File: src/hw/rtl/vzlt_pkg.sv
// ============================================================================
// vzlt_pkg
// Shared types, codes and reset values of the voxel zone level table.
// ============================================================================
`default_nettype none

package vzlt_pkg;

  // Default grid geometry and table layout
  localparam int LENGTH_CELLS_DEF = 64;
  localparam int WIDTH_CELLS_DEF  = 64;
  localparam int HEIGHT_CELLS_DEF = 16;
  localparam int LEVEL_BITS_DEF   = 2;
  localparam int MODE_COUNT_DEF   = 3;
  localparam int QUEUE_DEPTH_DEF  = 2;

  // Configuration reset values
  localparam logic signed [15:0] X_MIN_RST  = -16'sd10000;
  localparam logic signed [15:0] Y_MIN_RST  = -16'sd10000;
  localparam logic signed [15:0] Z_MIN_RST  = -16'sd2000;
  localparam logic        [15:0] X_SPAN_RST = 16'd20000;
  localparam logic        [15:0] Y_SPAN_RST = 16'd20000;
  localparam logic        [15:0] Z_SPAN_RST = 16'd4000;

  // Configuration register indexes
  typedef enum logic [2:0] {
    REG_X_MIN  = 3'd0,
    REG_Y_MIN  = 3'd1,
    REG_Z_MIN  = 3'd2,
    REG_X_SPAN = 3'd3,
    REG_Y_SPAN = 3'd4,
    REG_Z_SPAN = 3'd5
  } reg_idx_t;

  // Classified operation handed from front to back
  typedef enum logic [1:0] {
    OP_WRITE = 2'b00,
    OP_TEST  = 2'b01,
    OP_FAIL  = 2'b10
  } op_t;

  typedef struct packed {
    op_t         op;
    logic [1:0]  mode;
    logic [15:0] index;   // write index
    logic [1:0]  level;   // write level
    logic [15:0] dx;      // point offsets from the grid minimum, in range
    logic [15:0] dy;
    logic [15:0] dz;
  } item_t;

  typedef struct packed {
    logic [15:0] x_span;
    logic [15:0] y_span;
    logic [15:0] z_span;
  } span_t;

  typedef struct packed {
    logic clearing;
  } back_stat_t;

  function automatic int width_of(input int n);
    return (n > 1) ? $clog2(n) : 1;
  endfunction

endpackage

`default_nettype wire

File: src/hw/rtl/vzlt_queue.sv
// ============================================================================
// vzlt_queue
// Small FIFO of classified items between front and back.
// ============================================================================
`default_nettype none

module vzlt_queue
  import vzlt_pkg::*;
#(
  parameter int DEPTH = QUEUE_DEPTH_DEF
) (
  input  logic  clk,
  input  logic  rst,
  input  logic  push,
  input  item_t item_in,
  output logic  full,
  input  logic  pop,
  output item_t item_out,
  output logic  nonempty
);

  localparam int PW = width_of(DEPTH);
  localparam int CW = $clog2(DEPTH + 1);

  item_t         slots [DEPTH];
  logic [PW-1:0] rd_ptr;
  logic [PW-1:0] wr_ptr;
  logic [CW-1:0] count;

  assign full     = (count == CW'(DEPTH));
  assign nonempty = (count != '0);
  assign item_out = slots[rd_ptr];

  always_ff @(posedge clk) begin
    if (rst) begin
      rd_ptr <= '0;
      wr_ptr <= '0;
      count  <= '0;
    end else begin
      if (push) begin
        wr_ptr <= (wr_ptr == PW'(DEPTH - 1)) ? '0 : wr_ptr + 1'b1;
      end
      if (pop) begin
        rd_ptr <= (rd_ptr == PW'(DEPTH - 1)) ? '0 : rd_ptr + 1'b1;
      end
      if (push && !pop) begin
        count <= count + 1'b1;
      end else if (pop && !push) begin
        count <= count - 1'b1;
      end
    end
  end

  always_ff @(posedge clk) begin
    if (push) begin
      slots[wr_ptr] <= item_in;
    end
  end

endmodule

`default_nettype wire

File: config.mk
export PLATFORM = sky130hd
export DESIGN_NAME = vzlt_queue
export DESIGN_NICKNAME = d
export VERILOG_FILES = /design/src/hw/rtl/vzlt_pkg.sv /design/src/hw/rtl/vzlt_queue.sv
export SDC_FILE = /design/constraint.sdc
export NUM_CORES = 1
export LEC_CHECK = 0
export BUFFER_PORTS_ARGS = -buffer_cell sky130_fd_sc_hd__buf_2
export CAP_MARGIN = 20
export CORE_UTILIZATION = 52
export DETAILED_ROUTE_END_ITERATION = 8
export MAX_ROUTING_LAYER = met4
export PLACE_DENSITY = 0.79
export SLEW_MARGIN = 20
export SYNTH_ARGS = -nofsm -noshare
export SYNTH_HDL_FRONTEND = slang
export SYNTH_SLANG_ARGS = --single-unit
File: constraint.sdc
create_clock -name clk -period 5.7 [get_ports clk]
set_input_delay 0.57 -clock clk [delete_from_list [all_inputs] [get_ports clk]]
set_output_delay 0.57 -clock clk [all_outputs]
set_load 0.01 [all_outputs]
Word level (Yosys, flattened, before mapping)
Memory sizes are Yosys's and may differ from the RTL's. A register that Yosys moved wholly into a read port is not among the register bits.
Index checks and enable logic that the tools add are counted.
{ "classes": {"reduce_logical": 6, "addsub": 4, "mux": 8, "n_eq_ne": 1} }
{ "ops": {"columns": ["operator", "count"], "rows": [
  ["two-way mux 1 bit", 6],
  ["two-way mux 2 bit", 2],
  ["nonzero test 2 bit", 2],
  ["adder 1 bit, second input constant", 2],
  ["adder 2 x 1 -> 2 bit, second input constant", 1],
  ["equality test 2 bit, second input constant", 1],
  ["logical AND 1 bit", 2],
  ["logical NOT 1 bit", 2],
  ["subtractor 2 x 1 -> 2 bit, second input constant", 1]
]} }
{ "word_totals": {"wordCells": 23, "input_bits": 74, "memories": 1, "regBits": 4, "ramBits": 140, "out_inout_bits": 72} }
{ "memory_table": {"columns": ["memory", "words", "word_bits", "rd", "rd_clocked_by_memory_dff", "wr", "line", "text"], "rows": [
  ["slots", 2, 70, 1, 1, 1, "vzlt_queue.sv:25", "item_t slots [DEPTH];"]
]} }

Longest topological paths before layout
{ "logic_depth": {"ltp_word": 4, "depth_mapped": 5, "mapped_depth_nobuf": 5} }

Worst setup path after synthesis
OpenSTA, ideal clock, no wires.
{ "synth_path": {"path_type": "in2reg", "start": "in push", "end": "mem slots[0][0] in the netlist's numbering, enable pin", "setup_ns": 0.507, "t_arrival_ns": 3.641, "n_path_buf": 0, "required_ns": 5.193, "cell_stages": 1, "setup_slack_ns": 1.552, "cell_sequence": "nor2b_1"} }
{ "synth_via": {"elab_chain_len": 2} }
{ "synth_lines": {"columns": ["item", "line", "text"], "rows": [
  ["from (decl)", "vzlt_queue.sv:14", "input logic push,"],
  ["two-way mux 1 bit", "vzlt_queue.sv:55", "if (push) begin"],
  ["two-way mux 1 bit (implied by the code)", "vzlt_queue.sv:56", "slots[wr_ptr] <= item_in;"],
  ["to (decl)", "vzlt_queue.sv:25", null]
]} }
Every way passes these cells.

==> impl_results.md <==
- Fmax achieved: 377.4 MHz
- CTS resizes: 0
- Initial antenna violation count: 1
- Share of layout cells above drive strength 1: 60.73%
- CP Data Arrival Time: 2.08 ns
- Final WL: 8.717 mm
- Clock Latency Late Sink: 0.51 ns
- Via count: 2687
- Die area: 0.01057 mm²
- Chip width: 102.8 µm
- CTS tree: built
- Most common library cells after synthesis: edfxtp_1, mux2_2, buf_6, dfxtp_1, nor2_1
- Final setup skew: 0.009274 ns
- Mapped cell area: 0.005286 mm²
- Max Cap Violations: 0
- Final Cycle Share: 46.49%
- Hold bufs inserted after CTS: 0
- Root buf cell: clkbuf_8
- Synth area leaders: edfxtp_1, mux2_2, dfxtp_1
- Critical path required time: 5.13 ns
- Total global routing overflow: 0
- Synth Area per Inst: 22.03 µm²
- Placer congestion estimate: 0.6942
- Input/output buffers: 145
- Final net count: 472
- Delay of the slowest critical-path stage: 0.97 ns
- DR vias/cell: 4.939
- Max clock buf depth: 2
- Main synth FF type: edfxtp_1
- Min cycle time layout: 2.650 ns
- Crit start category: flop
- First-pass GRT wire length: 12.59 mm
- Largest net degree at the start of global routing: 71
- Row Count: 36
- DRC Markers: 0
- Vias in the first global route: 2657
- Cts bufs inserted: 17
- H-tree lvl count: 4
- Pre-Repair DR Iteration Count: 4
- Core Util, Final: 68.26%
- Crit path cell chain: mux2_2 -> buf_2
- Synth cell types: 17
- Largest family of logic cells by synthesized area: multiplexers
- Crit. End Element: output pin
- Post-synthesis cell count: 240
- Pwr/cell area: 385.4 mW/mm²
- Number of synthesized flops with an enable pin: 140
- Register bit total from synthesis: 145
- Worst-Margin Slew: 0.9555 ns
- Adder-cell area share of the yosys netlist: 0.2367%
- I/O pins: 146
- Async set-or-reset flop fraction in the synthesized netlist: 0%
- Status: finished clean
- Crit path kind: flop to output pin
- Starting Density: 53.84%
- Post-synthesis xor/xnor area fraction: 0.6627%
- RSZ-0062 raised after global routing: no
- Worst slew margin: 36.30%
- Post-CTS Repair Setup Buffers: 0
- Critical path's slowest cell: dfxtp_4
- Setup TNS: 0 ns
- GRT Overall Usage: 17.41%
- DR WL/cell: 16.02 µm
- Reg clk slew, reported paths: 0.06 ns
- Share of the synthesized area in the top cell type: 79.53%
- Final Max Slew Viols: 0
- Layout overhead on the synthesized area: 26.79%
- Register area share after synthesis: 81.42%
- Iteration-0 DRC count of the detailed router: 57
- DRT antenna net count: 0
- CTS sink cnt: 145
- DP Wirelength: 5.375 mm
- Syn_nets: 315
- Final setup vio count: 0
- Simple-Gate Fraction of Synth Area: 0.9231%
- Synth Area in Compound Gates: 0.1893%
- Hold slack: 0.2431 ns
- Worst-path fanout max: 70
- Count of final hold-check violations: 0
- Cell taking the most area after synthesis: edfxtp_1
- Most common cell in the netlist: edfxtp_1
- Ys Warns: 0
- P_leak: 2.526 nW
- Die Y-Extent: 102.8 µm
- Peak VDD IR: 0.0002273 V
- Multiplexer share of the synthesized area: 14.91%
- Core area: 0.009819 mm²
- Tightest Hold Check Type: input port to flop
-- worst paths after layout --
kind                                       startpoint                endpoint  slack, ns  cells past startpoint
worst max-delay path                             flop            item_out[26]       3.05                      2
worst min-delay path                      item_in[28]  slots[0][28]$_DFFE_PP_       0.24                      1
worst max register to register    wr_ptr$_SDFFE_PP0P_  slots[0][30]$_DFFE_PP_       3.63                      2
worst min register to register  count[1]$_SDFFE_PP0P_   count[1]$_SDFFE_PP0P_       0.52                      2
-- critical path, delay by kind of cell, from the launching register on --
kind / cells / cell delay [ns]
flip-flops: 1 / 0.97
buffers and inverters: 1 / 0.15
multiplexers: 1 / 0.42
-- placed cells by master (no fill, tap or decap), drive strengths merged --
cell type	synthesis	layout
a21oi	1	1
and2	1	1
and2b	1	1
buf	8	146
bufinv	0	3
clkbuf	0	20
clkinv	0	3
clkinvlp	0	4
dfxtp	5	5
diode	0	1
edfxtp	140	140
ha	1	1
inv	1	3
mux2	70	70
nor2	4	4
nor2b	1	1
o21ai	1	1
or2	1	1
or3	1	1
xnor2	2	2
xor2	2	2
-- registers in the layout (all words and copies together) (netlist names), named ones only --
name and count:
wr_ptr 1, rd_ptr 1, count 2, slots 140
-- report_power, final --
part | internal (W) | switching (W) | total, W
registers | 0.00124 | 0.0000351 | 0.00128
logic | 0.000117 | 0.000113 | 0.000230
clock network | 0.000668 | 0.000406 | 0.00107
total | 0.00203 | 0.000554 | 0.00258
-- kinds of logic after synthesis --
| logic type | count (synthesis) |
|---|---|
| buffers and inverters | 9 |
| multiplexers | 70 |
| AND/OR/NAND/NOR | 9 |
| flip-flops | 145 |
| AO/OA/AOI/OAI | 2 |
| adder cells (fa/ha/maj) | 1 |
| XOR/XNOR | 4 |
-- layout make-up --
type                            count  area [µm²]
Sequential cell                   145        4308
Fill cell                         684        3117
Multi-Input combinational cell     86       904.6
Timing Repair Buffer              146       733.2
Clock buffer                       20       425.4
Tap cell                          133       166.4
Clock inverter                     12       158.9
Inverter                            1       3.754
Antenna cell                        1       2.502
-- layer usage --
layer	vias to the layer above	share of wire (%)	track usage [%]
met5	-	0	-
met4	0	0.88	7.151
met3	13	7.1	6.644
met2	103	51	28.26
met1	1300	41	19.37
li1	1271	-	-
-- stage by stage --
stage	instance area [µm²]	total power, W	setup WS (ns)	std cells
floorplan	5286	0.001435	1.552	240
CTS	6700	0.002606	3.008	543
global route	6703	0.002674	2.932	544
detailed placement	6116	0.001534	3.205	511
finish	6703	0.002583	3.050	544
global placement	6116	0.001525	3.248	511
Note: power is estimated with default switching activity, not from simulation.
