===== src/hw/rtl/vzlt_pkg.sv =====
// ============================================================================
// vzlt_pkg
// Shared types, codes and reset values of the voxel zone level table.
// ============================================================================
`default_nettype none

package vzlt_pkg;

  // Default grid geometry and table layout
  localparam int LENGTH_CELLS_DEF = 64;
  localparam int WIDTH_CELLS_DEF  = 64;
  localparam int HEIGHT_CELLS_DEF = 16;
  localparam int LEVEL_BITS_DEF   = 2;
  localparam int MODE_COUNT_DEF   = 3;
  localparam int QUEUE_DEPTH_DEF  = 2;

  // Configuration reset values
  localparam logic signed [15:0] X_MIN_RST  = -16'sd10000;
  localparam logic signed [15:0] Y_MIN_RST  = -16'sd10000;
  localparam logic signed [15:0] Z_MIN_RST  = -16'sd2000;
  localparam logic        [15:0] X_SPAN_RST = 16'd20000;
  localparam logic        [15:0] Y_SPAN_RST = 16'd20000;
  localparam logic        [15:0] Z_SPAN_RST = 16'd4000;

  // Configuration register indexes
  typedef enum logic [2:0] {
    REG_X_MIN  = 3'd0,
    REG_Y_MIN  = 3'd1,
    REG_Z_MIN  = 3'd2,
    REG_X_SPAN = 3'd3,
    REG_Y_SPAN = 3'd4,
    REG_Z_SPAN = 3'd5
  } reg_idx_t;

  // Classified operation handed from front to back
  typedef enum logic [1:0] {
    OP_WRITE = 2'b00,
    OP_TEST  = 2'b01,
    OP_FAIL  = 2'b10
  } op_t;

  typedef struct packed {
    op_t         op;
    logic [1:0]  mode;
    logic [15:0] index;   // write index
    logic [1:0]  level;   // write level
    logic [15:0] dx;      // point offsets from the grid minimum, in range
    logic [15:0] dy;
    logic [15:0] dz;
  } item_t;

  typedef struct packed {
    logic [15:0] x_span;
    logic [15:0] y_span;
    logic [15:0] z_span;
  } span_t;

  typedef struct packed {
    logic clearing;
  } back_stat_t;

  function automatic int width_of(input int n);
    return (n > 1) ? $clog2(n) : 1;
  endfunction

endpackage

`default_nettype wire


===== src/hw/rtl/vzlt_front.sv =====
// ============================================================================
// vzlt_front
// Configuration registers, input handshake and item classification.
// ============================================================================
`default_nettype none

module vzlt_front
  import vzlt_pkg::*;
#(
  parameter int MODE_COUNT  = MODE_COUNT_DEF,
  parameter int PLANE_CELLS = LENGTH_CELLS_DEF * WIDTH_CELLS_DEF * HEIGHT_CELLS_DEF
) (
  input  logic               clk,
  input  logic               rst,
  input  logic               cfg_we,
  input  logic [2:0]         cfg_index,
  input  logic [15:0]        cfg_data,
  input  logic               in_valid,
  output logic               in_ready,
  input  logic               kind,
  input  logic [1:0]         mode,
  input  logic [15:0]        voxel_index,
  input  logic [1:0]         level_in,
  input  logic signed [15:0] point_x,
  input  logic signed [15:0] point_y,
  input  logic signed [15:0] point_z,
  input  back_stat_t         stat,
  input  logic               q_full,
  output logic               q_push,
  output item_t              q_item,
  output span_t              spans
);

  logic signed [15:0] x_min;
  logic signed [15:0] y_min;
  logic signed [15:0] z_min;
  logic               fr_valid;
  item_t              fr_item;
  item_t              item_next;
  logic               accept;
  logic [16:0]        dx;
  logic [16:0]        dy;
  logic [16:0]        dz;
  logic               x_ok;
  logic               y_ok;
  logic               z_ok;

  // Configuration writes
  always_ff @(posedge clk) begin
    if (rst) begin
      x_min         <= X_MIN_RST;
      y_min         <= Y_MIN_RST;
      z_min         <= Z_MIN_RST;
      spans.x_span  <= X_SPAN_RST;
      spans.y_span  <= Y_SPAN_RST;
      spans.z_span  <= Z_SPAN_RST;
    end else if (cfg_we) begin
      case (cfg_index)
        REG_X_MIN:  x_min        <= cfg_data;
        REG_Y_MIN:  y_min        <= cfg_data;
        REG_Z_MIN:  z_min        <= cfg_data;
        REG_X_SPAN: spans.x_span <= cfg_data;
        REG_Y_SPAN: spans.y_span <= cfg_data;
        REG_Z_SPAN: spans.z_span <= cfg_data;
        default: ;
      endcase
    end
  end

  // Offsets from the grid minimum, one sign bit wider than the coordinates
  assign dx = {point_x[15], point_x} - {x_min[15], x_min};
  assign dy = {point_y[15], point_y} - {y_min[15], y_min};
  assign dz = {point_z[15], point_z} - {z_min[15], z_min};

  assign x_ok = !dx[16] && (dx[15:0] < spans.x_span);
  assign y_ok = !dy[16] && (dy[15:0] < spans.y_span);
  assign z_ok = !dz[16] && (dz[15:0] < spans.z_span);

  always_comb begin
    item_next.mode  = mode;
    item_next.index = voxel_index;
    item_next.level = level_in;
    item_next.dx    = dx[15:0];
    item_next.dy    = dy[15:0];
    item_next.dz    = dz[15:0];
    if ({1'b0, mode} >= 3'(MODE_COUNT)) begin
      item_next.op = OP_FAIL;
    end else if (!kind) begin
      item_next.op = (32'(voxel_index) >= 32'(PLANE_CELLS)) ? OP_FAIL : OP_WRITE;
    end else begin
      item_next.op = (x_ok && y_ok && z_ok) ? OP_TEST : OP_FAIL;
    end
  end

  assign q_push   = fr_valid && !q_full;
  assign in_ready = (!fr_valid || !q_full) && !stat.clearing;
  assign accept   = in_valid && in_ready;
  assign q_item   = fr_item;

  always_ff @(posedge clk) begin
    if (rst) begin
      fr_valid <= 1'b0;
    end else if (accept) begin
      fr_valid <= 1'b1;
    end else if (q_push) begin
      fr_valid <= 1'b0;
    end
  end

  always_ff @(posedge clk) begin
    if (accept) begin
      fr_item <= item_next;
    end
  end

endmodule

`default_nettype wire


===== config.mk =====
export PLATFORM = sky130hd
export DESIGN_NAME = vzlt_front
export DESIGN_NICKNAME = d
export VERILOG_FILES = /design/src/hw/rtl/vzlt_pkg.sv /design/src/hw/rtl/vzlt_front.sv
export SDC_FILE = /design/constraint.sdc
export NUM_CORES = 1
export LEC_CHECK = 0
export ABC_AREA = 1
export BUFFER_PORTS_ARGS = -buffer_cell sky130_fd_sc_hd__buf_2
export CORE_ASPECT_RATIO = 0.75
export CORE_MARGIN = 2
export CORE_UTILIZATION = 28
export CTS_CLUSTER_SIZE = 25
export DETAILED_ROUTE_END_ITERATION = 7
export PLACE_DENSITY = 0.49
export SYNTH_ARGS = -nofsm -noshare
export SYNTH_HDL_FRONTEND = slang
export SYNTH_SLANG_ARGS = --single-unit

===== constraint.sdc =====
create_clock -name clk -period 20.3 [get_ports clk]
set_clock_uncertainty 0.15 [all_clocks]
set_input_delay 2.03 -clock clk [delete_from_list [all_inputs] [get_ports clk]]
set_output_delay 2.03 -clock clk [all_outputs]
set_load 0.05 [all_outputs]

After elaboration in Yosys (flattened, before gate mapping). Cells that the tools add are included.

ROM bits: 0. Bits in registers: 167. Latch bits: 0. Output and inout bits: 120. Bits in writable memories: 0. Memories: 0.

Bitwise gates (word level): 1. Reductions and logical operators: 24. Divide/modulo/power cells: 0. Multiplexer cells: 4. $mul: 0. $add $sub $neg: 3. Magnitude comparators: 4. Equality and inequality tests: 5. Shift operators: 0.

Operator list (count): $sub A16 B16 Y17 (3); $lt A16 B16 Y1 (3); $reduce_and A2 Y1 (6); $logic_and A1 B1 Y1 (8); $eq A3 B2 Y1 const B (2); $eq A3 B3 Y1 const B (2); $logic_not A1 Y1 (6); $mux W2 (2); $eq A3 B1 Y1 const B (1); $logic_not A3 Y1 (1); $ge A2 B2 Y1 const B (1); $mux W1 (2); $reduce_bool A2 Y1 (1); $reduce_or A2 Y1 (1); $logic_or A1 B1 Y1 (1); $not A1 Y1 (1).

Longest topological paths before layout. Gate-level depths: netlist (run 1).

Depth in word-level cells: 7. Depth in mapped cells: 25.

Least setup slack after synthesis (run 1). Ideal clock, no wire load.

Kind: input port to flip-flop. Start: input port q_full. End: register fr_item, in the netlist q_item[0], enable pin. Data required time: 19548 ps. Arrival: 7271 ps. Buffers on the path: 0. Slack: 12277 ps. Setup time: 602 ps. Cell stages on the path: 3. Path through: nand2_1 > inv_1 > nor3b_1.

Word-level cells in the longest chain between the ends: 4.

Ends and longest elaborated chain: start: declaration (line vzlt_front.sv:28) `input logic q_full,`; $logic_not A1 Y1 (line vzlt_front.sv:96) `assign in_ready = (!fr_valid || !q_full) && !stat.clearing;`; $logic_or A1 B1 Y1 (line vzlt_front.sv:96); $logic_and A1 B1 Y1 (line vzlt_front.sv:96); $logic_and A1 B1 Y1 (line vzlt_front.sv:97) `assign accept = in_valid && in_ready;`; named net accept (line vzlt_front.sv:40) `logic accept;`; end signal: assignment (line vzlt_front.sv:112) `fr_item <= item_next;`; end: declaration (line vzlt_front.sv:38) `item_t fr_item;`.

The timed path passes the listed nets, and every way through them passes these cells. A chain may end at the register's enable or synchronous reset.

Final worst setup path (run 1).
Start: input port point_y[0]. End: register fr_item, in the netlist q_item[69], data pin.

Word-level cells in the longest chain between the ends: 7. Elaborated cells between the ends (all ways): 8. Those cells by class: add/sub (1); order compare (1); mux (2); reduce/logical (4).

Ends and longest elaborated chain: start: declaration (line vzlt_front.sv:25) `input logic signed [15:0] point_y,`; $sub A16 B16 Y17 (line vzlt_front.sv:72) `assign dy = {point_y[15], point_y} - {y_min[15], y_min};`; named net dy[14] (line vzlt_front.sv:42) `logic [16:0] dy;`; $lt A16 B16 Y1 (line vzlt_front.sv:76) `assign y_ok = !dy[16] && (dy[15:0] < spans.y_span);`; $logic_and A1 B1 Y1 (line vzlt_front.sv:76); $logic_and A1 B1 Y1 (2 in series) (line vzlt_front.sv:91) `item_next.op = (x_ok && y_ok && z_ok) ? OP_TEST : OP_FAIL;`; $mux W2 (line vzlt_front.sv:91); $mux W2 (line vzlt_front.sv:88) `end else if (!kind) begin`.

The timed path passes the listed nets, and every way through them passes these cells.

==> flow_metrics.env, run 1 <==
export IMPL_status="finished, final reports clean"
export IMPL_rsz0062_at_grt="false"
export IMPL_vias=7672
export IMPL_max_stage_delay_ps=400
export IMPL_setup_viol=0
export IMPL_drt_initial_drc_count=397
export IMPL_firstDrtPassIters=5
export IMPL_p_seq_share_pct=40.4
export IMPL_die_area_um2=33900
export IMPL_cp_slowest_cell="fa_1"
export IMPL_yosysWarnings=0
export IMPL_relSlewSlack_pct=28.3
export IMPL_cts_setup_buffers=0
export IMPL_finalPower_mw=0.929
export IMPL_drv_cap=0
export IMPL_holdBufCountCts=0
export IMPL_crit_fanout=3
export IMPL_grt_overflow=0
export IMPL_p_comb_share_pct=22.4
export IMPL_antenna_cells=0
export IMPL_cts_resized=0
export IMPL_hpwlAfterDp_um=21700
export IMPL_utilization_pct=34.9
export IMPL_clock_sinks=167
export IMPL_grt_pass1_wl_um=42900
export IMPL_synth_nets=1250
export IMPL_grt_use_total_pct=17.0
export IMPL_die_h_um=160
export IMPL_fin_nets=1460
export IMPL_synth_top_area_share_pct=23.1
export IMPL_synth_ff_type="dfxtp_1"
export IMPL_cp_common_cell="nand2_1"
export IMPL_async_flop_share_pct=0
export IMPL_cts_root_buf="clkbuf_16"
export IMPL_worst_pin_slew_ps=1080
export IMPL_peakVddDrop_v=0.0000477
export IMPL_synth_edf_count=70
export IMPL_antenna_found_initial=0
export IMPL_intPower_mw=0.628
export IMPL_cts_tree="built"
export IMPL_synth_cell_types=37
export IMPL_post_drt_wl_per_cell_um=16.6
export IMPL_power_density_nw_per_um2=82.8
export IMPL_rows=57
export IMPL_h_tree_depth=4
export IMPL_place_inst=1693
export IMPL_fp_dieW_um=212
export IMPL_grt_max_degree=72
export IMPL_arrival_ps=4970
export IMPL_area_growth_pct=23.6
export IMPL_numCtsBuffers=17
export IMPL_wl_um=28500
export IMPL_switching_share_pct=32.4
export IMPL_synth_seq_cells=167
export IMPL_seq_area_um2=4040
export IMPL_syn_avg_cell_area_um2=8.57
export IMPL_place_congestion=0.888
export IMPL_tns_ps=0
export IMPL_pwr_share_clk_pct=37.1
export IMPL_synth_cells=1060
export IMPL_worstSetupStartpointType="input port"
export IMPL_min_path_type="reg -> reg"
export IMPL_final_antenna_net_count=0
export IMPL_io_pins=214
export IMPL_maxSlewViolCount=0
export IMPL_path_clk_slew_ps=70
export IMPL_port_buffers=213
export IMPL_worst_skew_pair_late_latency_ps=440
export IMPL_crit_path_end_kind="register"
export IMPL_fp_coreArea_um2=32200
export IMPL_regToRegSetupSlack_ps=16740
export IMPL_fin_crit_ps=4920
export IMPL_hold_viol_final=0
export IMPL_required_ps=20340
export IMPL_crit_type="in -> reg"
export IMPL_drc=0
export IMPL_max_clock_freq_ghz=0.203
export IMPL_vias_per_cell=4.45
export IMPL_initial_core_util_pct=28.2
export IMPL_yosysSeqAreaShare_pct=44.5
export IMPL_drive_above_1_share_pct=22.3
export IMPL_p_sw_mw=0.301
export IMPL_leakage_nw=5.40
export IMPL_synth_area_leaders="edfxtp_1, dfxtp_1, ha_1"
export IMPL_crit_buf_inv=4
export IMPL_stdcell_count=1725
export IMPL_fin_crit_sh_pct=24.3
export IMPL_grt_pass1_vias=7263
export IMPL_multi_input_area_um2=4260
export IMPL_num_fill_cells=3390
export IMPL_synth_top_area_cell="edfxtp_1"
export IMPL_cpLargestDelayFamily="simple AND/OR/NAND/NOR gates"
export IMPL_clockBufferDepth=2
export IMPL_netlist_area_um2=9080
cells in the final DEF, fill, tap and decap left out, types with 4 or more instances in the layout:
master,netlist,final
xor2_1,27,27
a21o_1,5,5
ha_1,93,93
dfxtp_1,97,97
nand2_2,7,7
a21oi_1,103,103
nor2_1,49,49
o21ai_2,4,4
a21oi_2,10,10
clkbuf_16,0,17
buf_2,10,213
o21ai_0,72,72
nor3_1,6,6
o21a_1,4,4
inv_2,10,10
o211ai_1,34,34
edfxtp_1,70,70
o21ai_1,7,7
nand2_1,205,205
inv_1,170,169
xnor2_1,12,12
nand3_1,24,24
metrics by stage:
stage,instance area (µm²),setup slack [ps],hold WS [ps]
floorplan,9080,12280,283
global placement,10600,14940,297
detailed placement,10600,14920,307
global route,11200,14990,336
finish,11200,15380,313
CTS,11200,15360,316
tightest hold or removal path, cell delays in order (launching register included):
cell,delay (ps)
dfxtp_1,300
inv_1,60
a21oi_1,60
cells by family after synthesis:
kind of cell	Yosys count	synth area share (%)
AOI/OAI and AO/OA	248	15.8
xor gates and xnor gates	39	3.76
adders and majority gates	96	13.5
buffers and inverters	204	8.57
DFF	167	44.5
and+or+nand+nor	306	13.8
synth_stat cells, types with 2 or more instances:
master / instances
a21o_1: 5
a21oi_1: 103
a21oi_2: 10
a31oi_1: 3
and3_1: 2
buf_2: 10
clkbuf_1: 14
dfxtp_1: 97
edfxtp_1: 70
fa_1: 3
ha_1: 93
inv_1: 170
inv_2: 10
nand2_1: 205
nand2_2: 7
nand3_1: 24
nand4_1: 3
nor2_1: 49
nor2_2: 3
nor2_4: 2
nor3_1: 6
o211ai_1: 34
o21a_1: 4
o21ai_0: 72
o21ai_1: 7
o21ai_2: 4
o21bai_1: 2
or2_1: 2
xnor2_1: 12
xor2_1: 27
final timing paths:
path | start | end | depth (start not counted)
setup / recovery | point_y[0] | q_item[69] | 26
hold / removal | z_min[9] | z_min[9] | 2
setup reg to reg | y_min[0] | q_item[69] | 24
hold reg to reg | z_min[9] | z_min[9] | 2
final cells by class:
| class | count | area share [%] |
|---|---|---|
| Timing Repair Buffer | 215 | 9.63 |
| Tap cell | 442 | 4.93 |
| Clock buffer | 17 | 3.79 |
| Inverter | 180 | 6.03 |
| Sequential cell | 167 | 36.0 |
| Multi-Input combinational cell | 689 | 38.0 |
| Clock inverter | 15 | 1.57 |
power by group through the flow:
stage	clock [mW]	sequential [mW]	combinational [mW]
after floorplan	0	0.426	0.105
after global placement	0	0.383	0.208
after detailed placement	0	0.383	0.209
after CTS	0.356	0.376	0.210
after global routing	0.369	0.377	0.233
final	0.345	0.376	0.209
sequential cells by signal (all words and copies together) (netlist names):
signal    flops
fr_valid      1
y_min        16
q_item       70
x_min        16
z_min        16
spans        48
layer usage:
layer  global-route usage, %  share of wire [%]  vias to the layer above  wire length [µm]
met3                    3.85                5.5                       18              1580
met1                    25.3                 52                     3512             14900
met2                    25.1                 41                      209             11800
met4                    3.43               0.99                        0               282
li1                        -                  -                     3933                 -
met5                       0                  0                        -                 0
(Power assumes the default switching activity.)
==> inputs of run 2 (changes only) <==
--- a/config.mk
+++ b/config.mk
@@ -5,14 +5,14 @@
 export SDC_FILE = /design/constraint.sdc
 export NUM_CORES = 1
 export LEC_CHECK = 0
-export ABC_AREA = 1
+export ABC_AREA = 0
 export BUFFER_PORTS_ARGS = -buffer_cell sky130_fd_sc_hd__buf_2
 export CORE_ASPECT_RATIO = 0.75
 export CORE_MARGIN = 2
 export CORE_UTILIZATION = 28
 export CTS_CLUSTER_SIZE = 25
 export DETAILED_ROUTE_END_ITERATION = 7
-export PLACE_DENSITY = 0.49
+export PLACE_DENSITY = 0.51
 export SYNTH_ARGS = -nofsm -noshare
 export SYNTH_HDL_FRONTEND = slang
 export SYNTH_SLANG_ARGS = --single-unit
==> constraint.sdc (replaced) <==
create_clock -name clk -period 4.49 [get_ports clk]
set_clock_uncertainty 0.15 [all_clocks]
set_input_delay 0.449 -clock clk [delete_from_list [all_inputs] [get_ports clk]]
set_output_delay 0.449 -clock clk [all_outputs]
set_load 0.05 [all_outputs]
==> run 2 against run 1 <==
Compared with the run above: combinational power increased to 4.2 times the previous value; first-iteration DRC count grew 22%; synthesized cell count shrank 8.5%; non-clock buffer count increased by 55; highest routed layer is now met5.
==> flow_metrics.env, run 2 <==
export IMPL_port_buffers=213
export IMPL_maxSlewViolCount=0
export IMPL_pwr_share_clk_pct=36.6
export IMPL_p_seq_share_pct=41.6
export IMPL_leakage_nw=5.19
export IMPL_synth_cells=970
export IMPL_yosysWarnings=0
export IMPL_die_h_um=159
export IMPL_switching_share_pct=31.3
export IMPL_rsz0062_at_grt="true"
export IMPL_fin_nets=1421
export IMPL_intPower_mw=2.78
export IMPL_area_growth_pct=28.6
export IMPL_grt_max_degree=61
export IMPL_fin_hold_ws_ps=34.1
export IMPL_crit_path_end_kind="register"
export IMPL_netlist_area_um2=8930
export IMPL_grt_pass1_wl_um=42500
export IMPL_final_common_cell="buf_2"
export IMPL_relSlewSlack_pct=21.6
export IMPL_grt_overflow=0
export IMPL_synth_edf_count=70
export IMPL_arrival_ps=4340
export IMPL_synth_most_common_cell="nand2_1"
export IMPL_power_density_nw_per_um2=352
export IMPL_synth_nets=1160
export IMPL_max_clock_freq_ghz=0.233
export IMPL_hold_viol_final=0
export IMPL_largest_reg_flops=70
export IMPL_synth_top_area_share_pct=23.5
export IMPL_antenna_found_initial=3
export IMPL_drive_above_1_share_pct=24.5
export IMPL_final_antenna_net_count=0
export IMPL_cts_root_buf="clkbuf_16"
export IMPL_initial_core_util_pct=28.5
export IMPL_worst_skew_pair_late_latency_ps=450
export IMPL_wl_um=28700
export IMPL_crit_fanout=3
export IMPL_vias=7622
export IMPL_place_congestion=0.863
export IMPL_place_inst=1604
export IMPL_worst_pin_slew_ps=1180
export IMPL_grt_pass1_vias=7225
export IMPL_peakVddDrop_v=0.000232
export IMPL_die_area_um2=33300
export IMPL_synth_common_cells="nand2_1, inv_1, dfxtp_1"
export IMPL_yosysSeqAreaShare_pct=45.3
export IMPL_drc=0
export IMPL_worstSetupStartpointType="register"
export IMPL_cts_tree="built"
export IMPL_io_pins=214
export IMPL_h_tree_depth=4
export IMPL_clockBufferDepth=2
export IMPL_setup_viol=0
export IMPL_fp_coreArea_um2=31300
export IMPL_fin_crit_ps=4280
export IMPL_path_clk_slew_ps=70
export IMPL_drv_cap=0
export IMPL_post_drt_wl_per_cell_um=17.4
export IMPL_p_sw_mw=1.27
export IMPL_synth_area_leaders="edfxtp_1, dfxtp_1, ha_1"
export IMPL_status="finished, final reports clean"
export IMPL_crit_type="reg -> reg"
export IMPL_final_cell_mix="buf_2, nand2_1, inv_1, dfxtp_1, ha_1"
export IMPL_p_comb_share_pct=21.8
export IMPL_fin_crit_sh_pct=95.4
export IMPL_required_ps=4540
export IMPL_numCtsBuffers=17
export IMPL_hpwlAfterDp_um=22100
export IMPL_vias_per_cell=4.62
export IMPL_stdcell_count=1651
export IMPL_syn_avg_cell_area_um2=9.20
export IMPL_grt_use_total_pct=17.3
export IMPL_synth_top_area_cell="edfxtp_1"
export IMPL_rows=56
export IMPL_min_path_type="in -> reg"
export IMPL_firstDrtPassIters=5
export IMPL_async_flop_share_pct=0
export IMPL_synth_ff_type="dfxtp_1"
export IMPL_drt_initial_drc_count=485
export IMPL_clock_sinks=167
export IMPL_fp_dieW_um=210
export IMPL_synth_seq_cells=167
export IMPL_synth_cell_types=58
run 2: changes by cell type after synthesis, moves of 26 or more:
cell,change
o211ai_1,-33
o21ai_0,-44
nand2_1,-39
inv_1,-59
a211o_1,+26
run 2: worst paths after layout:
check | startpoint | end | slack (ps) | depth (start not counted)
setup / recovery | x_min[1] | q_item[69] | 210 | 18
hold / removal | voxel_index[9] | q_item[59] | 30 | 1
setup reg to reg | x_min[1] | q_item[69] | 210 | 18
hold reg to reg | y_min[9] | y_min[9] | 310 | 2
run 2: timing repair:
item                       in CTS  in global routing
gates resized for setup         0                 15
hold buffers                   13                  0
setup endpoints to repair       0                  2
buffers inserted                0                  1
hold endpoints to repair       13                  0
run 2: layout make-up:
cell class	instances	area, µm²
Antenna cell	1	2.50
Clock buffer	19	453
Clock inverter	13	120
Fill cell	3247	19800
Inverter	111	417
Multi-Input combinational cell	664	4410
Sequential cell	167	4040
Tap cell	406	508
Timing Repair Buffer	270	1530
run 2: worst max-delay path, cell delays in order (launching register included):
cell,delay [ps]
dfxtp_1,370
inv_1,60
ha_1,260
nor2b_1,140
o21ai_0,200
a21boi_1,130
o21ai_1,280
a21oi_2,130
or2_2,330
a31oi_1,270
o31a_1,240
ha_1,260
a21o_1,180
a21o_1,170
a211oi_1,240
o221ai_1,180
nor4_1,260
buf_4,160
nor2_1,40
run 2: per-layer routing:
| metal | vias to the layer above | global-route usage (%) | routed length, µm |
|---|---|---|---|
| met5 | - | 0 | 9 |
| met4 | 2 | 4.76 | 310 |
| met3 | 21 | 4.12 | 1730 |
| met2 | 195 | 25.1 | 11700 |
| met1 | 3510 | 25.3 | 14900 |
| li1 | 3894 | - | - |
run 2: cells by family (layout without fill, tap and decap cells):
logic type,count (synthesis),in the layout,share of synthesized area (%)
AND/OR/NAND/NOR,312,312,15.8
AO/OA/AOI/OAI,225,225,16.3
flip-flops,167,167,45.3
buffers and inverters,139,413,5.84
adder cells (fa/ha/maj),96,96,13.7
XOR/XNOR,29,29,2.85
multiplexers,2,2,0.224
other,0,1,0
run 2: stage by stage:
stage	power [mW]	util, %	setup slack (ps)	area (µm²)	TNS (ps)
2_1_floorplan	2.27	-	461	8930	0
3_3_place_gp	2.58	34.3	-104	10700	-158
3_5_place_dp	2.58	34.3	-161	10700	-266
4_1_cts	4.09	36.5	4.45	11400	0
5_1_grt	4.24	36.7	-5.78	11500	-5.78
6_report	4.05	36.7	206	11500	0
run 2: power groups by stage:
| stage | logic [mW] | registers (mW) | clock network [mW] |
|---|---|---|---|
| 2_1_floorplan | 0.385 | 1.88 | 0 |
| 3_3_place_gp | 0.862 | 1.72 | 0 |
| 3_5_place_dp | 0.862 | 1.72 | 0 |
| 4_1_cts | 0.876 | 1.68 | 1.53 |
| 5_1_grt | 0.969 | 1.69 | 1.58 |
| 6_report | 0.883 | 1.68 | 1.48 |
